===== src/srp_pkg.sv =====
// Shared types, constants and codes of the shelf rectangle packer.
`default_nettype none

package srp_pkg;

  // Page count and largest usable page side.
  localparam int unsigned SrpMaxPages = 16;
  localparam int unsigned SideW       = 13;
  localparam int unsigned RectW       = 12;
  localparam logic [SideW-1:0] MaxSide   = 13'd4096;
  localparam logic [SideW-1:0] SideReset = 13'd1024;
  localparam logic [SideW-1:0] Pad       = 13'd1;

  // Configuration register indexes (byte address bit 2).
  localparam logic RegPageWidth  = 1'b0;
  localparam logic RegPageHeight = 1'b1;

  typedef enum logic {
    OpPlace  = 1'b0,
    OpRewind = 1'b1
  } op_e;

  typedef enum logic [1:0] {
    StPlaced = 2'd0,
    StNoFit  = 2'd1,
    StRewind = 2'd2
  } status_e;

  typedef enum logic [1:0] {
    SIdle,
    SScan,
    SFresh,
    SResp
  } state_e;

  // Cursor state of one page.
  typedef struct packed {
    logic [SideW-1:0] cursor_x;
    logic [SideW-1:0] cursor_y;
    logic [RectW-1:0] row_height;
  } entry_t;

  localparam entry_t EntryReset = '{cursor_x: Pad, cursor_y: Pad, row_height: '0};

  typedef struct packed {
    logic             operation;
    logic [RectW-1:0] rect_width;
    logic [RectW-1:0] rect_height;
  } srp_in_t;

  typedef struct packed {
    status_e          status;
    logic [3:0]       page_index;
    logic [RectW-1:0] place_x;
    logic [RectW-1:0] place_y;
    logic [15:0]      version;
  } srp_out_t;

  // Outcome of trying one page.
  typedef struct packed {
    logic             fit;
    logic [SideW-1:0] pos_x;
    logic [SideW-1:0] pos_y;
  } fit_res_t;

endpackage

`default_nettype wire


===== src/srp_page_mem.sv =====
// Page cursor memory with one registered read port and per-entry valid bits.
`default_nettype none

module srp_page_mem #(
  parameter int unsigned MaxPages = srp_pkg::SrpMaxPages,
  parameter int unsigned IdxW     = (MaxPages > 1) ? $clog2(MaxPages) : 1
) (
  input  wire                 clk_i,
  input  wire                 rst_ni,
  input  wire                 clr_i,
  input  wire                 we_i,
  input  wire  [IdxW-1:0]     waddr_i,
  input  srp_pkg::entry_t     wdata_i,
  input  wire  [IdxW-1:0]     raddr_i,
  output srp_pkg::entry_t     rdata_o
);
  import srp_pkg::*;

  entry_t               mem_q [MaxPages];
  logic [MaxPages-1:0]  vld_q;
  entry_t               rd_data_q;
  logic                 rd_vld_q;

  // Storage array: one write port, one registered read port with write forwarding.
  always_ff @(posedge clk_i) begin
    if (we_i) begin
      mem_q[waddr_i] <= wdata_i;
    end
    if (we_i && (waddr_i == raddr_i)) begin
      rd_data_q <= wdata_i;
    end else begin
      rd_data_q <= mem_q[raddr_i];
    end
  end

  // Valid bits: an entry never written since reset or rewind reads as a fresh page.
  always_ff @(posedge clk_i or negedge rst_ni) begin
    if (!rst_ni) begin
      vld_q    <= '0;
      rd_vld_q <= 1'b0;
    end else begin
      if (clr_i) begin
        vld_q <= '0;
      end else if (we_i) begin
        vld_q[waddr_i] <= 1'b1;
      end
      if (clr_i) begin
        rd_vld_q <= 1'b0;
      end else if (we_i && (waddr_i == raddr_i)) begin
        rd_vld_q <= 1'b1;
      end else begin
        rd_vld_q <= vld_q[raddr_i];
      end
    end
  end

  assign rdata_o = rd_vld_q ? rd_data_q : EntryReset;

endmodule

`default_nettype wire


===== src/srp_fit.sv =====
// Shelf placement check of one page and its updated cursor.
`default_nettype none

module srp_fit (
  input  srp_pkg::entry_t                 entry_i,
  input  wire  [srp_pkg::RectW-1:0]       rect_w_i,
  input  wire  [srp_pkg::RectW-1:0]       rect_h_i,
  input  wire  [srp_pkg::SideW-1:0]       page_w_i,
  input  wire  [srp_pkg::SideW-1:0]       page_h_i,
  output srp_pkg::fit_res_t               res_o,
  output srp_pkg::entry_t                 entry_o
);
  import srp_pkg::*;

  localparam int unsigned SumW = SideW + 2;

  logic [SumW-1:0] right_edge;
  logic            wrap;
  logic [SumW-1:0] x_sel;
  logic [SumW-1:0] y_sel;
  logic [RectW-1:0] rh_sel;
  logic [SumW-1:0] bottom_edge;
  logic [SumW-1:0] next_x;

  always_comb begin
    // Wrap to a new shelf when the rectangle plus padding passes the right edge.
    right_edge = SumW'(entry_i.cursor_x) + SumW'(rect_w_i) + SumW'(Pad);
    wrap       = right_edge > SumW'(page_w_i);
    if (wrap) begin
      x_sel  = '0;
      y_sel  = SumW'(entry_i.cursor_y) + SumW'(entry_i.row_height) + SumW'(Pad);
      rh_sel = '0;
    end else begin
      x_sel  = SumW'(entry_i.cursor_x);
      y_sel  = SumW'(entry_i.cursor_y);
      rh_sel = entry_i.row_height;
    end

    // The page refuses when the rectangle passes the bottom edge.
    bottom_edge = y_sel + SumW'(rect_h_i);
    res_o.fit   = bottom_edge <= SumW'(page_h_i);
    res_o.pos_x = x_sel[SideW-1:0];
    res_o.pos_y = y_sel[SideW-1:0];

    next_x              = x_sel + SumW'(rect_w_i) + SumW'(Pad);
    entry_o.cursor_x    = next_x[SideW-1:0];
    entry_o.cursor_y    = y_sel[SideW-1:0];
    entry_o.row_height  = (rh_sel < rect_h_i) ? rect_h_i : rh_sel;
  end

endmodule

`default_nettype wire


===== src/shelf_rect_packer_multi_page.sv =====
// Top level of the multi-page shelf rectangle packer.
//
// Requests enter on in_valid_i / in_data_i and are taken when in_stall_o is
// low; one result per request leaves on out_valid_o / out_data_o and is taken
// when out_stall_i is low. Page size lives in the APB registers page_width
// (address 0) and page_height (address 4); the user is to set it only while
// the block is idle, which the block itself does not enforce.
//
// A place request reads the page cursors one page per cycle from the cursor
// memory (one read port), in first-fit order; when no page in use takes the
// rectangle and fewer than MAX_PAGES pages are in use, a fresh page is opened.
// The result is written to a result register and moves from there into the
// output register once that register is free; a rewind takes the same path.
// The block returns to idle as the result moves into the output register and
// only then takes the next request, so one request is in work at a time.
//
// Reset puts every page at cursor (1,1), one page in use, the version at 0
// and both sides at 1024 pixels; it takes effect at once. When the receiver
// stalls, a finished result waits in the output register and the next
// result waits inside the block, which then holds off new requests.
`default_nettype none

module shelf_rect_packer_multi_page #(
  parameter int unsigned MAX_PAGES = srp_pkg::SrpMaxPages
) (
  input  wire                clk_i,
  input  wire                rst_ni,
  input  wire                in_valid_i,
  output logic               in_stall_o,
  input  srp_pkg::srp_in_t   in_data_i,
  output logic               out_valid_o,
  input  wire                out_stall_i,
  output srp_pkg::srp_out_t  out_data_o,
  input  wire                psel,
  input  wire                penable,
  input  wire                pwrite,
  input  wire  [2:0]         paddr,
  input  wire  [31:0]        pwdata,
  output logic [31:0]        prdata,
  output logic               pready
);
  import srp_pkg::*;

  localparam int unsigned IdxW = (MAX_PAGES > 1) ? $clog2(MAX_PAGES) : 1;
  localparam int unsigned CntW = $clog2(MAX_PAGES + 1);

  state_e           state_q, state_d;
  logic [IdxW-1:0]  scan_q, scan_d;
  logic [RectW-1:0] w_q, w_d, h_q, h_d;
  logic [CntW-1:0]  used_q, used_d;
  logic [15:0]      version_q, version_d;
  srp_out_t         res_q, res_d;
  logic             out_valid_q, out_valid_d;
  srp_out_t         out_data_q, out_data_d;
  logic [SideW-1:0] pw_q, ph_q;
  logic [SideW-1:0] pw_eff, ph_eff;

  logic             accept;
  logic             cfg_we;
  logic             mem_clr, mem_we;
  logic [IdxW-1:0]  mem_waddr;
  entry_t           mem_rdata;
  entry_t           fit_in, fit_entry;
  fit_res_t         fit_res;
  logic [IdxW-1:0]  cur_page;
  logic [IdxW+3:0]  page_wide;
  logic [CntW-1:0]  scan_next;

  // Configuration registers.
  assign pready = 1'b1;
  assign cfg_we = psel && penable && pwrite && pready;

  always_ff @(posedge clk_i or negedge rst_ni) begin
    if (!rst_ni) begin
      pw_q <= SideReset;
      ph_q <= SideReset;
    end else if (cfg_we) begin
      unique case (paddr[2])
        RegPageWidth:  pw_q <= pwdata[SideW-1:0];
        RegPageHeight: ph_q <= pwdata[SideW-1:0];
        default:       ;
      endcase
    end
  end

  always_comb begin
    unique case (paddr[2])
      RegPageWidth:  prdata = {{(32-SideW){1'b0}}, pw_q};
      RegPageHeight: prdata = {{(32-SideW){1'b0}}, ph_q};
      default:       prdata = '0;
    endcase
  end

  // Sides above the largest supported page are used as that size.
  assign pw_eff = (pw_q > MaxSide) ? MaxSide : pw_q;
  assign ph_eff = (ph_q > MaxSide) ? MaxSide : ph_q;

  // Cursor memory and the placement check it feeds.
  srp_page_mem #(
    .MaxPages (MAX_PAGES),
    .IdxW     (IdxW)
  ) u_mem (
    .clk_i   (clk_i),
    .rst_ni  (rst_ni),
    .clr_i   (mem_clr),
    .we_i    (mem_we),
    .waddr_i (mem_waddr),
    .wdata_i (fit_entry),
    .raddr_i (scan_d),
    .rdata_o (mem_rdata)
  );

  assign fit_in   = (state_q == SFresh) ? EntryReset : mem_rdata;
  assign cur_page = (state_q == SFresh) ? IdxW'(used_q) : scan_q;

  srp_fit u_fit (
    .entry_i  (fit_in),
    .rect_w_i (w_q),
    .rect_h_i (h_q),
    .page_w_i (pw_eff),
    .page_h_i (ph_eff),
    .res_o    (fit_res),
    .entry_o  (fit_entry)
  );

  // Requests are taken only while the sequencer is idle.
  assign in_stall_o = (state_q != SIdle);
  assign accept     = in_valid_i && !in_stall_o;
  assign page_wide  = {4'b0000, cur_page};
  assign scan_next  = CntW'(scan_q) + CntW'(1);

  // Request sequencer: scan pages in order, then try a fresh page.
  always_comb begin
    state_d     = state_q;
    scan_d      = scan_q;
    w_d         = w_q;
    h_d         = h_q;
    used_d      = used_q;
    version_d   = version_q;
    res_d       = res_q;
    out_valid_d = out_valid_q && out_stall_i;
    out_data_d  = out_data_q;
    mem_clr     = 1'b0;
    mem_we      = 1'b0;
    mem_waddr   = cur_page;

    unique case (state_q)
      SIdle: begin
        scan_d     = '0;
        if (accept) begin
          w_d = in_data_i.rect_width;
          h_d = in_data_i.rect_height;
          if (in_data_i.operation == OpRewind) begin
            mem_clr   = 1'b1;
            version_d = version_q + 16'd1;
            res_d     = '{status: StRewind, page_index: '0, place_x: '0,
                          place_y: '0, version: version_q + 16'd1};
            state_d   = SResp;
          end else begin
            state_d = SScan;
          end
        end
      end

      SScan, SFresh: begin
        if (fit_res.fit) begin
          mem_we  = 1'b1;
          res_d   = '{status: StPlaced, page_index: page_wide[3:0],
                      place_x: fit_res.pos_x[RectW-1:0],
                      place_y: fit_res.pos_y[RectW-1:0], version: version_q};
          state_d = SResp;
          if (state_q == SFresh) begin
            used_d = used_q + CntW'(1);
          end
        end else if ((state_q == SScan) && (scan_next < used_q)) begin
          scan_d = IdxW'(scan_next);
        end else if ((state_q == SScan) && (used_q < CntW'(MAX_PAGES))) begin
          state_d = SFresh;
        end else begin
          res_d   = '{status: StNoFit, page_index: '0, place_x: '0,
                      place_y: '0, version: version_q};
          state_d = SResp;
        end
      end

      SResp: begin
        if (!out_valid_q || !out_stall_i) begin
          out_valid_d = 1'b1;
          out_data_d  = res_q;
          state_d     = SIdle;
        end
      end

      default: state_d = SIdle;
    endcase
  end

  // Control registers.
  always_ff @(posedge clk_i or negedge rst_ni) begin
    if (!rst_ni) begin
      state_q     <= SIdle;
      scan_q      <= '0;
      used_q      <= CntW'(1);
      version_q   <= '0;
      out_valid_q <= 1'b0;
    end else begin
      state_q     <= state_d;
      scan_q      <= scan_d;
      used_q      <= used_d;
      version_q   <= version_d;
      out_valid_q <= out_valid_d;
    end
  end

  // Payload registers.
  always_ff @(posedge clk_i) begin
    w_q        <= w_d;
    h_q        <= h_d;
    res_q      <= res_d;
    out_data_q <= out_data_d;
  end

  assign out_valid_o = out_valid_q;
  assign out_data_o  = out_data_q;

endmodule

`default_nettype wire


===== config.mk =====
export PLATFORM = sky130hd
export DESIGN_NAME = shelf_rect_packer_multi_page
export DESIGN_NICKNAME = d
export VERILOG_FILES = /design/src/srp_pkg.sv /design/src/srp_page_mem.sv /design/src/srp_fit.sv /design/src/shelf_rect_packer_multi_page.sv
export SDC_FILE = /design/constraint.sdc
export NUM_CORES = 1
export LEC_CHECK = 0
export BUFFER_PORTS_ARGS = -buffer_cell sky130_fd_sc_hd__buf_4
export CORE_AREA = 8 8 271 247
export CTS_CLUSTER_SIZE = 8
export DETAILED_ROUTE_END_ITERATION = 8
export DIE_AREA = 0 0 279 255
export GPL_TIMING_DRIVEN = 1
export HOLD_SLACK_MARGIN = 0.15
export PLACE_DENSITY = 0.75
export SKIP_LAST_GASP = 1
export SYNTH_ARGS = -nofsm -noshare
export SYNTH_HDL_FRONTEND = slang
export SYNTH_HIERARCHICAL = 1
export SYNTH_SLANG_ARGS = --single-unit

===== constraint.sdc =====
create_clock -name clk_i -period 16.2 [get_ports clk_i]
set_clock_uncertainty 0.05 [all_clocks]
set_input_delay 0.81 -clock clk_i [delete_from_list [all_inputs] [get_ports clk_i]]
set_output_delay 0.81 -clock clk_i [all_outputs]
set_load 0.05 [all_outputs]

==> impl_metrics.py <==
metrics = {
    "clock_network": {
        "post_cts_buffers": 0,
        "clk_pin_slew_ps": 50,
        "cts_hold_buf": 0,
        "post_cts_resize_count": 0,
        "tritoncts": "yes",
        "cts_max_path_buffers": 3,
        "cts.sinks": 799,
        "total_cts_buffers": 110,
        "htreeDepth": 3,
        "clkLatencyLatePin_ps": 670,
        "clock_tree.root_cell": "sky130_fd_sc_hd__clkbuf_16",
    },
    "synth": {
        "synthCells": 2068,
        "synthesis.area_um2": 34980,
        "yosysWarnings": 6,
        "syn_avg_cell_area_um2": 16.91,
    },
    "global_route": {
        "grt_start_max_net_pins": 72,
        "globalRoute.totalOverflow": 0,
        "antenna_found_initial": 0,
        "grt_pass1_wl_mm": 120.0,
        "number_of_global_route_vias_before_repair": 19800,
        "gr-usage-all-layers": 0.2252,
    },
    "cells_and_area": {
        "final_nets": 2405,
        "post-route-cell-area_um2": 39730,
        "diodes": 0,
        "final_core_utilization": 0.6391,
        "layout-area-overhead-vs-synth_pct": 13.58,
        "fillers": 4157,
        "layout-drive-gt1-share": 0.2366,
    },
    "setup_path": {
        "worst_setup_path_start_kind": "flop",
        "critical-path-max-stage-delay_ps": 950,
        "category_of_the_critical_setup_timing_path": "flop to flop",
        "worst_path_max_delay_cell": "sky130_fd_sc_hd__dfxtp_4",
        "end_kind": "flop",
        "crit_family": "compound AO/OA/AOI/OAI gates",
        "cp_num_buf_inv": 5,
        "cp.arrival_ps": 13660,
        "crit_fanout": 45,
        "cp.required_ps": 16440,
    },
    "routing": {
        "drt_iter0_drc": 1930,
        "vias_per_cell": 6.201,
        "vias": 19340,
        "drt.antenna.violating_nets": 0,
        "drt_drc_violations_left": 0,
        "drt_pre_antenna_iters": 7,
        "drt_wl_total_mm": 80.41,
        "drt-wirelength-per-cell_um": 25.78,
    },
    "floorplan": {
        "dieArea_um2": 71150,
        "chipHeight_um": 255,
        "core_region_area_um2": 62160,
        "die_x_um": 279,
        "start_util": 0.5627,
        "num_rows": 87,
        "ioPinCount": 148,
    },
    "timing": {
        "worst_pin_slew_ps": 1305,
        "max_slew_violation_count": 0,
        "fmax_mhz": 74.54,
        "rsz0062_at_grt": "false",
        "finalSetupViolCount": 0,
        "layout_min_cycle_time_ps": 13420,
        "final.setup.tns_ps": 0,
        "slew_headroom": 0.1234,
        "fin_crit_sh": 0.8281,
        "finalHoldViolations": 0,
    },
    "min_path": {
        "holdCritPathClass": "input pin to asynchronous set/reset pin",
    },
    "placement": {
        "routabilityCongestion": 0.8755,
        "place.detailed.hpwl_mm": 47.58,
        "dpl_cell_area_um2": 36720,
        "io_buffer_count": 106,
    },
    "flow_run": {
        "drv_cap": 0,
    },
    "outcome": {
        "status": "completed",
    },
}
layout by cell type (no fill, tap or decap), drive strengths merged, types with 27 or more instances in the layout:
cell	n
and2	30
o21ai	36
nand3	37
mux2i	69
clkbuf	143
o22ai	27
nor2	84
nand2	64
mux4	145
buf	161
and3	29
ha	98
xor2	31
a21oi	39
mux2	58
xnor2	46
edfxtp	724
inv	71
nor2b	85
dfrtp	68
worst reg2reg max path: cells and delay by family, from the launching register on:
family	cells	cell delay (ps)
AOI/OAI and AO/OA	18	3990
and+or+nand+nor	13	3330
buffers and inverters	5	2280
adders and majority gates	4	1470
DFF	1	950
muxes	2	770
xor gates and xnor gates	1	200
stage by stage:
| step | hold slack [ps] | worst slack (ps) | std cells |
|---|---|---|---|
| after floorplan | 350.3 | 3345 | 2086 |
| after global placement | 351.4 | 3111 | 2969 |
| after detailed placement | 354.5 | 2919 | 2969 |
| after CTS | 245.8 | 2869 | 3119 |
| after global routing | 246.3 | 1898 | 3119 |
| final | 215.9 | 2785 | 3119 |
flip-flops by register name, summed over array words and instances, names as in the netlist, named ones only:
| register | count |
|---|---|
| scan_q | 4 |
| u_mem/vld_q | 16 |
| used_q | 5 |
| h_q | 12 |
| state_q | 2 |
| pw_q | 13 |
| out_valid_o | 1 |
| u_mem/mem_q | 608 |
| w_q | 12 |
| res_q | 46 |
| version_q | 16 |
| ph_q | 13 |
| out_data_o | 46 |
| u_mem/rd_vld_q | 1 |
layer usage:
metal  vias up  global-route usage  part of all wire
met4         0             0.07356             0.028
met3       172             0.05376             0.093
li1       8309                   -                 -
met1      9914              0.3030              0.40
met2       946              0.3648              0.48
met5         -                   0                 0
worst paths after layout:
kind                                  endpoint  slack (ps)  depth (start not counted)
max                        u_mem/mem_q[12][18]        2780                         43
min                             u_mem/vld_q[9]         220                          1
max reg2reg                u_mem/mem_q[12][18]        2780                         43
min reg2reg                     out_data_o[29]         360                          0
max in group asynchronous             pw_q[12]       15230                          1
min in group clk_i                      w_q[1]         280                          1
layout make-up:
cell class | count | area [µm²] | area share
Timing Repair Buffer | 161 | 1209 | 0.03043
Sequential cell | 799 | 23610 | 0.5944
Tap cell | 845 | 1057 | 0.02661
Clock inverter | 7 | 96.34 | 0.002425
Inverter | 68 | 255.2 | 0.006425
Multi-Input combinational cell | 1096 | 10590 | 0.2665
Clock buffer | 143 | 2908 | 0.07320
Power is not shown: default switching activity piles up to over one toggle a cycle in this logic, so the estimate is an artifact.
